File: src/hdl/tqm_isqrt_pipe.sv
// tqm_isqrt_pipe: pipelined digit-by-digit integer square root, one root bit per stage
// no dependencies; IN_W must be even
module tqm_isqrt_pipe #(
  parameter int IN_W = 8
) (
  input  logic              clk_i,
  input  logic              en_i,
  input  logic [IN_W-1:0]   rad_i,
  output logic [IN_W/2-1:0] root_o
);

  localparam int OW = IN_W / 2;

  logic [OW:0]     rem_s  [OW+1];
  logic [OW-1:0]   root_s [OW+1];
  logic [IN_W-1:0] rest_s [OW+1];

  assign rem_s[0]  = '0;
  assign root_s[0] = '0;
  assign rest_s[0] = rad_i;

  for (genvar i = 0; i < OW; i++) begin : g_step
    logic [OW+2:0] t;
    logic [OW+2:0] trial;
    logic          ge;

    assign t     = {rem_s[i], rest_s[i][IN_W-1 -: 2]};
    assign trial = {1'b0, root_s[i], 2'b01};
    assign ge    = t >= trial;

    always_ff @(posedge clk_i) begin
      if (en_i) begin
        rem_s[i+1]  <= ge ? (OW+1)'(t - trial) : (OW+1)'(t);
        root_s[i+1] <= {root_s[i][OW-2:0], ge};
        rest_s[i+1] <= {rest_s[i][IN_W-3:0], 2'b00};
      end
    end
  end

  assign root_o = root_s[OW];

endmodule

File: config.mk
export PLATFORM = sky130hd
export DESIGN_NAME = tqm_isqrt_pipe
export DESIGN_NICKNAME = d
export VERILOG_FILES = /design/src/hdl/tqm_isqrt_pipe.sv
export SDC_FILE = /design/constraint.sdc
export NUM_CORES = 1
export LEC_CHECK = 0
export ABC_AREA = 1
export BUFFER_PORTS_ARGS = -buffer_cell sky130_fd_sc_hd__buf_2
export CAP_MARGIN = 10
export CORE_MARGIN = 1
export CORE_UTILIZATION = 39
export CTS_BUF_LIST = sky130_fd_sc_hd__clkbuf_8
export DETAILED_ROUTE_END_ITERATION = 12
export GPL_TIMING_DRIVEN = 0
export PLACE_DENSITY = 0.55
export SKIP_CTS_REPAIR_TIMING = 1
export SYNTH_ARGS = -nofsm -noshare
export SYNTH_HDL_FRONTEND = slang
export SYNTH_SLANG_ARGS = --single-unit
File: constraint.sdc
create_clock -name clk_i -period 3.5 [get_ports clk_i]
set_input_delay 0.35 -clock clk_i [delete_from_list [all_inputs] [get_ports clk_i]]
set_output_delay 0.35 -clock clk_i [all_outputs]
set_load 0.02 [all_outputs]
==> metrics.csv <==
metric;value;unit
Yosys reg bits;35;
layout cell share with drive strength beyond 1;17.8;%
average size of a mapped cell;12.5;µm²
Tmin final;1.64;ns
CTS tree;yes;
Fin Hold WS;0.245;ns
Seq/Total Area, Yosys;67.3;%
met1 usage;9.90;%
Ports;14;
busiest metal layer after global routing;met2;
Std-Cell Rows;22;
Die ar.;4260;µm²
FF-to-FF path depth;7;
number of synthesized flops with an enable pin;35;
hold_sp;rad_i[3];
Max Freq;611;MHz
net count after synthesis;145;
final setup vio count;0;
Cell Pwr Density;516;nW/µm²
DR vias/cell;4.53;
status;completed;
routability-driven placement congestion ratio;0.818;
Initial Util;41.7;%
Setup crit start kind;register;
Final WS setup;1.86;ns
top cell type's share of synthesized area;67.3;%
RR Endpoint;g_step[3].t[4];
Design Area, Final;1770;µm²
Max Root-Sink Buffers;2;
crit path DAT;1.67;ns
Fin Clk Skew;0.00465;ns
H-tree depth;2;
ys flop type;edfxtp_1;
internal reg-to-reg setup slack;1.86;ns
Mapped Cells;125;
Setup TNS Final;0;ns
Die W;65.3;µm
synth warn;0;
final slew viol count;0;
Max-cap violations;0;
via count;879;
DP Worst Slack;1.86;ns
initial antenna violation count;0;
Async SR Flop Fraction;0;%
ant diodes;0;
slew margin rel.;50.9;%
Iteration-0 DRC Markers;33;
Sink Count;35;
pin count of the biggest net entering global routing;36;
fillers;364;
dpl hpwl;1440;µm
met3 Use GR;4.69;%
Post-route DRC;0;
first-pass GRT wire length;3310;µm
Static Leakage;0.744;nW
Post-Syn Area;1560;µm²
core footprint;3740;µm²
cell taking the most area after synthesis;edfxtp_1;
P&R area growth vs syn;13.4;%
Pre-antenna DRT Iters;3;
TritonCTS Buffers;5;
hold path endpoint;rest_s[29];
top post-synthesis cells by area;edfxtp_1, ha_1, nand2_1, inv_1, nand3_1;
Die H;65.3;µm
final hold vios;0;
number of global-route vias before repair;854;
Max rail drop VDD;246;µV
Setup crit end kind;register;
worst skew pair latency;0.28;ns
final wirelength;1960;µm
PortBufs;13;
CTS clk-pin slew, worst paths;0.07;ns
Synth cell types;22;
worst hold stages;1;
period utilisation layout;46.8;%
Critical Path RT;3.54;ns
worst-path maximum fanout;6;
Placed Instance Area;1690;µm²
WL/cell;10.1;µm
Hold WC Path Type;in2reg;
met2 GRT Util;20.1;%
unrepaired setup endpoints after global routing;false;
CP Class;reg2reg;
Total GRT Usage;10.9;%
Slew @ Worst Pin;0.737;ns
Routed Antenna Nets;0;
Nets;165;
grt total ovfl;0;
root buffer cell;clkbuf_8;
R2R Path Start;g_step[2].t[2];
[metrics by stage]
stage | util (%) | instances | power (W)
finish | 47.3 | 194 | 0.000913
global route | 47.3 | 194 | 0.000964
CTS | 47.3 | 194 | 0.000928
detailed placement | 45.1 | 186 | 0.000660
global placement | 45.1 | 186 | 0.000654
floorplan | - | 125 | 0.000622
[critical path: stages, from the launching register on]
cell and delay (ns):
edfxtp_1 0.41, ha_1 0.38, nand2_1 0.08, nor2_1 0.05, nor2_2 0.26, nand2_4 0.10, nand2_1 0.07, nand2_1 0.05
[synthesized netlist by cell type, types with 3 or more instances]
cell / n
o21ai_1: 4
o21ai_0: 3
xor2_1: 3
inv_1: 17
ha_1: 10
a21oi_1: 4
nor2_1: 9
nand2_1: 19
edfxtp_1: 35
nand3b_1: 3
nand3_1: 7
[metal layers]
metal / vias up / share of wire, %
met4: 0 / 2.0
li1: 461 / -
met3: 4 / 4.5
met2: 16 / 52
met5: - / 0
met1: 398 / 41
[cells by family (layout without fill, tap and decap cells)]
logic type | after synthesis | in the layout | synth area share (%)
and+or+nand+nor | 43 | 43 | 13.1
DFF | 35 | 35 | 67.3
buffers and inverters | 19 | 40 | 4.57
AOI/OAI and AO/OA | 13 | 13 | 4.57
adders and majority gates | 10 | 10 | 8.01
xor gates and xnor gates | 4 | 4 | 2.24
other | 1 | 1 | 0.240
[registers in the layout, indices dropped and copies added, names as in the netlist]
register and flops:
rest_s 6, g_step.trial 6, root_o 4, g_step.t 19
[layout by cell type (no fill, tap or decap)]
master	netlist	layout
a21o_1	1	1
a21oi_1	4	4
a21oi_2	1	1
buf_2	0	13
clkbuf_8	0	5
clkinv_1	1	3
clkinvlp_4	0	1
conb_1	1	1
edfxtp_1	35	35
ha_1	10	10
inv_1	17	17
inv_2	1	1
nand2_1	19	19
nand2_2	1	1
nand2_4	1	1
nand3_1	7	7
nand3b_1	3	3
nor2_1	9	9
nor2_2	1	1
nor2_4	1	1
o21ai_0	3	3
o21ai_1	4	4
or2_2	1	1
xnor2_1	1	1
xor2_1	3	3
[report_power, final]
group	total, W	switching, W	internal, W
Clock	0.000266	0.000131	0.000135
Combinational	0.000121	0.0000736	0.0000474
Sequential	0.000526	0.0000151	0.000511
Total	0.000913	0.000220	0.000694
[final cells by class]
class | count | area (µm²) | share of cell area (%)
Inverter | 19 | 71.3 | 4.03
Clock buffer | 5 | 68.8 | 3.89
Timing Repair Buffer | 13 | 65.1 | 3.67
Sequential cell | 35 | 1050 | 59.4
Tap cell | 48 | 60.1 | 3.39
Multi-Input combinational cell | 71 | 439 | 24.8
Clock inverter | 3 | 15.0 | 0.848
[worst max-delay path by stage]
stage / from / to / slack (ns)
2_1_floorplan: g_step[2].t[3] / g_step[3].t[2] / 2.01
3_3_place_gp: g_step[2].t[2] / g_step[3].t[4] / 1.87
3_5_place_dp: g_step[2].t[2] / g_step[3].t[4] / 1.86
4_1_cts: g_step[2].t[2] / g_step[3].t[4] / 1.86
5_1_grt: g_step[2].t[2] / g_step[3].t[2] / 1.76
6_report: g_step[2].t[2] / g_step[3].t[4] / 1.86
Note: power is estimated with default switching activity, not from simulation.
