<file path="src/hdl/tqm_div_pipe.sv">
// tqm_div_pipe: pipelined restoring divider, one quotient bit per stage
// computes floor(num * 2^SHIFT / den); needs (num * 2^SHIFT) >> QW below den
module tqm_div_pipe #(
  parameter int NUM_W = 8,
  parameter int DEN_W = 8,
  parameter int SHIFT = 1,
  parameter int QW    = 8
) (
  input  logic             clk_i,
  input  logic             en_i,
  input  logic [NUM_W-1:0] num_i,
  input  logic [DEN_W-1:0] den_i,
  output logic [QW-1:0]    quo_o
);

  localparam int DVD_W = NUM_W + SHIFT;

  logic [DVD_W-1:0] dvd;
  logic [DEN_W-1:0] rem_s [QW+1];
  logic [DEN_W-1:0] den_s [QW+1];
  logic [QW-1:0]    ql_s  [QW+1];   // remaining dividend bits on top, quotient below

  assign dvd      = {num_i, {SHIFT{1'b0}}};
  assign rem_s[0] = DEN_W'(dvd[DVD_W-1:QW]);
  assign den_s[0] = den_i;
  assign ql_s[0]  = dvd[QW-1:0];

  for (genvar i = 0; i < QW; i++) begin : g_step
    logic [DEN_W:0] t;
    logic           ge;

    assign t  = {rem_s[i], ql_s[i][QW-1]};
    assign ge = t >= {1'b0, den_s[i]};

    always_ff @(posedge clk_i) begin
      if (en_i) begin
        rem_s[i+1] <= ge ? DEN_W'(t - {1'b0, den_s[i]}) : DEN_W'(t);
        den_s[i+1] <= den_s[i];
        ql_s[i+1]  <= {ql_s[i][QW-2:0], ge};
      end
    end
  end

  assign quo_o = ql_s[QW];

endmodule

</file>
<file path="config.mk">
export PLATFORM = sky130hd
export DESIGN_NAME = tqm_div_pipe
export DESIGN_NICKNAME = d
export VERILOG_FILES = /design/src/hdl/tqm_div_pipe.sv
export SDC_FILE = /design/constraint.sdc
export NUM_CORES = 1
export LEC_CHECK = 0
export BUFFER_PORTS_ARGS = -buffer_cell sky130_fd_sc_hd__buf_2
export CAP_MARGIN = 10
export CELL_PAD_IN_SITES_DETAIL_PLACEMENT = 1
export CELL_PAD_IN_SITES_GLOBAL_PLACEMENT = 1
export CORE_ASPECT_RATIO = 0.6
export CORE_MARGIN = 2
export CORE_UTILIZATION = 47
export CTS_CLUSTER_SIZE = 14
export DETAILED_ROUTE_END_ITERATION = 12
export GPL_TIMING_DRIVEN = 0
export PLACE_DENSITY_LB_ADDON = 0.1
export REMOVE_ABC_BUFFERS = 1
export SYNTH_ARGS = -nofsm -noshare
export SYNTH_HDL_FRONTEND = slang
export SYNTH_SLANG_ARGS = --single-unit
</file>
<file path="constraint.sdc">
create_clock -name clk_i -period 2.19 [get_ports clk_i]
set_clock_uncertainty 0.2 [all_clocks]
set_input_delay 0.3285 -clock clk_i [delete_from_list [all_inputs] [get_ports clk_i]]
set_output_delay 0.3285 -clock clk_i [all_outputs]
set_load 0.1 [all_outputs]
</file>
==> summary.txt, run 1 <==
Run status
  – Outcome: finished, violations left
  – Failing checks: setup timing

STA
  – Setup repair after global routing missed its margin: true
  – Slew margin rel.: approximately three fifths
  – Fmax: between 400 and 500 MHz
  – Setup TNS: -4.13 ns
  – Hold Slack: approximately 0.023 ns
  – Setup ws final: -0.268 ns
  – Final min period: between 2 and 2.5 ns
  – Slew @ Worst Pin: ~0.6 ns
  – Setup violations, final: between 40 and 50
  – Count of final max-slew check failures: 0
  – Final Hold Fails: 0
  – Final worst-path cycle share: 112%

Critical path
  – CP arrival: 2.44 ns
  – Crit path capture: g_step[4].t[7]
  – Worst-case reg-to-reg path depth: 7
  – WS Path Type: reg -> reg
  – Worst setup path startpoint: den_s[40]
  – FF-to-FF End: g_step[4].t[7]
  – Register-to-register setup slack: -0.27 ns
  – Critical Path RT: around 2.2 ns
  – Crit-path max FO: 3
  – R2R Path Start: den_s[40]
  – Crit start category: register
  – CP endpoint kind: register

Logic synthesis
  – Post-Syn Instances: about 620
  – Post-Syn Area: just over 0.008 mm2
  – Count of cell types in the netlist: 51
  – YS warnings: 0
  – Post-synth EDFFs: approximately 170
  – Synth Flop Type: edfxtp_1
  – Ys async rst share: 0%
  – Seq cells post-synth: around 170
  – Syn avg cell area: between 10 and 15 um2
  – Sequential area share after synthesis: between 60 and 70%

Final layout
  – Diode count: 0
  – Fillers: about 1.6k
  – Fin cells: approximately 1.0k
  – Final nets: about 840
  – Layout cells sized above 1: a little over two fifths
  – Most common cell after layout, fill and taps aside: edfxtp_1
  – Fin util: 65.4%
  – Area growth syn-to-layout: 36.1%
  – Most frequent cells in the layout: 169 x edfxtp_1, 70 x buf_4, 56 x inv_1

Placement
  – Port Buffer Count: 25
  – Routability cong.: 0.836
  – Setup slack at placement: -1.10 ns
  – Hpwl dp: 12500 um
  – Cells after DPL: around 870

Detailed routing
  – Iter 0 DRT Violations: just over 400
  – ANT nets after route: 0
  – Drt via density: about 5.6
  – DRC: 0
  – Mean routed wirelength per cell: ~23 um
  – Router iterations before antenna repair: 4
  – Total Wirelength: between 20000 and 25000 um
  – Via count: around 5.6k

Global routing
  – Total global routing overflow: 0
  – Largest net degree at the start of global routing: about 120
  – GRT Overall Usage: between 20% and 30%
  – Initial antenna violation count: 0
  – Global-route wire length before repair: 32400 um
  – Vias in the first global route: 5775

Power and ir drop
  – Peak VDD IR: 0.557 mV
  – Cell Pwr Density: around 1100 mW/mm2
  – Lkg Pwr: 4.36 nW

Clocking
  – H-tree levels: 4
  – CTS tree: yes
  – CTS Buf Count: 17
  – Clock tree sinks: between 150 and 200
  – CTS max path bufs: 2
  – Clk Latency, worst-skew pair: 0.43 ns
  – Root Buffer: clkbuf_16
  – CTS clk-pin slew, worst paths: 0.08 ns

Worst hold path
  – Hold path cells: 3
  – Hold Path Class: in -> reg

Floorplanning
  – Die area: between 0.015 and 0.02 mm2
  – Site row count: 37
  – Die width: between 150 and 200 um
  – Chip Height: ~110 um
  – Core area: 0.0171 mm2
  – Starting Density: 48.0%
  – I/O pin count: 26

Job
  – Max cap viols: 0
## worst min-delay path by stage
stage	startpoint	endpoint	slack [ns]
2_1_floorplan	ql_s[62]	g_step[2].t[0]	0.20
3_3_place_gp	ql_s[56]	ql_s[49]	0.20
3_5_place_dp	ql_s[49]	ql_s[42]	0.21
4_1_cts	num_i[7]	g_step[1].t[2]	0.02
5_1_grt	num_i[7]	g_step[1].t[2]	0.04
6_report	num_i[7]	g_step[1].t[2]	0.02
## synth_stat cells (all sizes together) (4+ instances only)
| cell type | n | area share [%] |
|---|---|---|
| edfxtp | 169 | 62 |
| a21o | 8 | 0.73 |
| nor2b | 9 | 0.68 |
| o21ai | 50 | 3.2 |
| xor2 | 9 | 0.96 |
| o21a | 10 | 0.91 |
| mux2i | 8 | 0.97 |
| a211oi | 8 | 0.79 |
| fa | 7 | 1.7 |
| xnor2 | 9 | 0.96 |
| nor2 | 23 | 1.0 |
| nor3 | 6 | 0.36 |
| o31ai | 6 | 0.55 |
| nand2b | 10 | 0.76 |
| ha | 57 | 8.7 |
| mux2 | 14 | 1.9 |
| buf | 12 | 1.0 |
| and2 | 6 | 0.46 |
| inv | 78 | 3.6 |
| a21boi | 5 | 0.46 |
| nand2 | 36 | 1.6 |
| a221oi | 4 | 0.65 |
| nand3 | 9 | 0.55 |
| a21oi | 32 | 2.0 |
## worst max-delay path, stage by stage (launching register included)
cell and delay (ns):
edfxtp_1 0.46, ha_4 0.21, fa_2 0.43, nor2b_4 0.16, o31a_1 0.23, or4_1 0.16, nand3_2 0.08, mux2_4 0.27
## cells by family (layout without fill, tap and decap cells)
family          after synthesis  in the layout  synth area share, %
compound gates              140            140                 11.3
xor+xnor                     18             18                 1.92
fa+ha+maj                    64             64                 10.4
buf+inv                      91            239                 4.65
flops                       169            169                 61.7
mux                          22             22                 2.89
simple gates                118            118                 7.22
## per-stage QoR
step | cell area, um2 | power [mW]
floorplan | 8140 | 6.55
global placement | 8560 | 7.23
detailed placement | 8590 | 7.43
CTS | 10600 | 11.7
global route | 11200 | 13.2
finish | 11200 | 12.7
## registers in the layout (all words and copies together) (netlist names)
name      count
den_s        56
g_step.t     62
ql_s         43
quo_o         8
## final cells by class
type                       count  area, um2  area share [%]
clock inverter                15        181            1.62
clock buffer                  17        425            3.80
inverter                      78        293            2.61
sequential                   169       5070            45.3
multi-input combinational    362       3860            34.5
timing repair buffer         129       1070            9.56
tap                          234        293            2.61
## metal layers
metal	up-vias	GRT usage [%]	share of wire, %
li1	2553	-	-
met1	2867	34.4	48
met2	153	35.4	46
met3	23	4.26	4.7
met4	0	6.19	1.4
met5	-	0	0
## where the power goes
group          internal [mW]  switching (mW)
Combinational           2.45            2.60
Sequential              4.26           0.316
Clock                   1.64            1.45
## repair_timing
action	4_1_cts	5_1_grt
setup buffers	52	37
gates resized for setup	171	99
cloned	1	1
pin swaps	37	48
hold buffers	15	0
endpoints found under the setup margin	53	51
endpoints found under the hold margin	15	0
Note: power is estimated with default switching activity, not from simulation.
==> inputs of run 2 (changes only) <==
Clock period 2.19 ns to 2 ns, I/O delays scaled along.
==> summary.txt, run 2 (synthesis gave the netlist of run 1 again) <==
Detailed routing
  – Drt via density: 5.72 (was 5.57)
  – DRC: 0 (unchanged)
  – Via count: 5832 (was 5596)
  – Router iterations before antenna repair: 5 (was 4)
  – ANT nets after route: 0 (unchanged)
  – Total Wirelength: 25400 um (was 22900 um)
  – Iter 0 DRT Violations: 438 (was 413)
  – Mean routed wirelength per cell: 25.0 um (was 22.9 um)

Clocking
  – Root Buffer: clkbuf_16 (unchanged)
  – Clk Latency, worst-skew pair: 0.44 ns (was 0.43 ns)
  – CTS tree: yes (unchanged)
  – Clock tree sinks: 169 (unchanged)
  – H-tree levels: 4 (unchanged)
  – CTS clk-pin slew, worst paths: 0.08 ns (about the same)
  – CTS Buf Count: 17 (unchanged)
  – CTS max path bufs: 2 (unchanged)

Critical path
  – CP endpoint kind: register (unchanged)
  – Crit start category: register (unchanged)
  – Critical Path RT: 1.98 ns (was 2.18 ns)
  – Crit-path max FO: 3 (unchanged)
  – CP max-delay cell: edfxtp_1 (unchanged)
  – Critical-path cell list: inv_2, ha_4, fa_2, nor2b_4, o31a_1, o211ai_1, nand3_1, mux2_2 (was ha_4, fa_2, nor2b_4, o31a_1, or4_1, nand3_2, mux2_4)
  – CP arrival: 2.44 ns (about the same)
  – Top Family by Delay on Critical Path: compound AO/OA/AOI/OAI gates (was adder cells)
  – CP max stage delay: 0.44 ns (was 0.46 ns)
  – Worst path buffer plus inverter count: 1 (was 0)
  – WS Path Type: reg -> reg (unchanged)

Floorplanning
  – Site row count: 37 (unchanged)
  – I/O pin count: 26 (unchanged)
  – Die area: 0.0186 mm2 (unchanged)
  – Die width: 175 um (unchanged)
  – Chip Height: 106 um (unchanged)
  – Core area: 0.0171 mm2 (unchanged)
  – Starting Density: 48.0% (unchanged)

Final layout
  – Area growth syn-to-layout: 38.7% (was 36.1%)
  – Final nets: 854 (was 839)
  – Diode count: 0 (unchanged)
  – Fin cells: 1019 (was 1004)
  – Most common cell after layout, fill and taps aside: edfxtp_1 (unchanged)
  – Most frequent cells in the layout: 169 x edfxtp_1, 79 x buf_4, 51 x inv_1 (was 169 x edfxtp_1, 70 x buf_4, 56 x inv_1)
  – Max reg flops: 62 (unchanged)
  – Layout cells sized above 1: 46.1% (was 42.9%)

Placement
  – Port Buffer Count: 25 (unchanged)
  – Cells after DPL: 869 (unchanged)
  – Routability cong.: 0.836 (unchanged)
  – Hpwl dp: 12500 um (unchanged)

Global routing
  – Vias in the first global route: 5921 (was 5775)
  – Global-route wire length before repair: 33100 um (was 32400 um)
  – Total global routing overflow: 0 (unchanged)
  – GRT Overall Usage: 23.7% (was 23.2%)
  – Largest net degree at the start of global routing: 118 (unchanged)
  – Initial antenna violation count: 0 (unchanged)

Power and ir drop
  – Peak VDD IR: 0.828 mV (was 0.557 mV)
  – Pwr Total: 14.3 mW (was 12.7 mW)
  – Lkg Pwr: 4.45 nW (was 4.36 nW)
  – Cell Pwr Density: 1250 mW/mm2 (was 1140 mW/mm2)

STA
  – Hold Slack: 0.0886 ns (was 0.0226 ns)
  – Slew margin rel.: 59.9% (was 60.4%)
  – Fmax: 406 MHz (was 407 MHz)
  – Final worst-path cycle share: 123% (was 112%)
  – Final Hold Fails: 0 (unchanged)
  – Setup ws final: -0.460 ns (was -0.268 ns)
  – Setup repair after global routing missed its margin: true (unchanged)
  – Slew @ Worst Pin: 0.601 ns (was 0.594 ns)
  – Count of final max-slew check failures: 0 (unchanged)
  – Setup violations, final: 54 (was 45)
  – Final min period: 2.46 ns (about the same)

Job
  – Max cap viols: 0 (unchanged)

Run status
  – Outcome: finished, violations left (unchanged)
  – Failing checks: setup timing (unchanged)

Worst hold path
  – Hold Path Class: in -> reg (unchanged)
[run 2: worst paths after layout]
| check | from | endpoint | slack, ns | cells after the start |
|---|---|---|---|---|
| hold reg to reg | ql_s[16] | ql_s[9] | 0.22 | 0 |
| setup / recovery | g_step[3].t[0] | g_step[4].t[7] | -0.46 | 8 |
| hold / removal | en_i | ql_s[9] | 0.09 | 1 |
| setup reg to reg | g_step[3].t[0] | g_step[4].t[7] | -0.46 | 8 |
[run 2: routing by layer]
layer	GRT usage, %	vias up	share of wire, %
met4	5.54	0	1.8
met3	5.94	49	5.9
met1	33.9	3004	45
met2	36.4	196	47
li1	-	2583	-
met5	0	-	0
[run 2: what timing repair did]
item	in CTS	in global routing
hold buffers	16	0
pin swaps	52	48
buffers inserted	62	40
gates resized for setup	214	84
endpoints found under the setup margin	55	58
hold endpoints to repair	16	0
gates cloned	1	0
[run 2: power by group]
part / switching (mW) / total [mW] / leakage, nW / internal (mW)
Combinational: 3.03 / 5.86 / 2.51 / 2.83
Sequential: 0.366 / 5.03 / 1.64 / 4.66
Clock: 1.63 / 3.42 / 0.293 / 1.79
Total: 5.02 / 14.3 / 4.45 / 9.29
[run 2: worst register-to-register path, stage by stage, from the launching register on]
cell	delay, ns
edfxtp_1	0.44
inv_2	0.11
ha_4	0.19
fa_2	0.26
nor2b_4	0.06
o31a_1	0.34
o211ai_1	0.22
nand3_1	0.11
mux2_2	0.27
[run 2: area by class of cell]
type | count | area (um2)
clock buffer | 17 | 425
clock inverter | 15 | 181
fill | 1562 | 5710
inverter | 78 | 293
multi-input combinational | 362 | 3930
sequential | 169 | 5070
tap | 234 | 293
timing repair buffer | 144 | 1210
[run 2: stage by stage]
stage | setup TNS [ns] | utilization [%] | area, um2 | worst slack [ns]
after floorplan | -12.92 | - | 8140 | -0.445
after global placement | -320.91 | 50.0 | 8560 | -1.70
after detailed placement | -41.69 | 50.2 | 8590 | -1.29
after CTS | -9.36 | 62.8 | 10800 | -0.300
after global routing | -17.32 | 66.6 | 11400 | -0.526
final | -14.39 | 66.6 | 11400 | -0.460
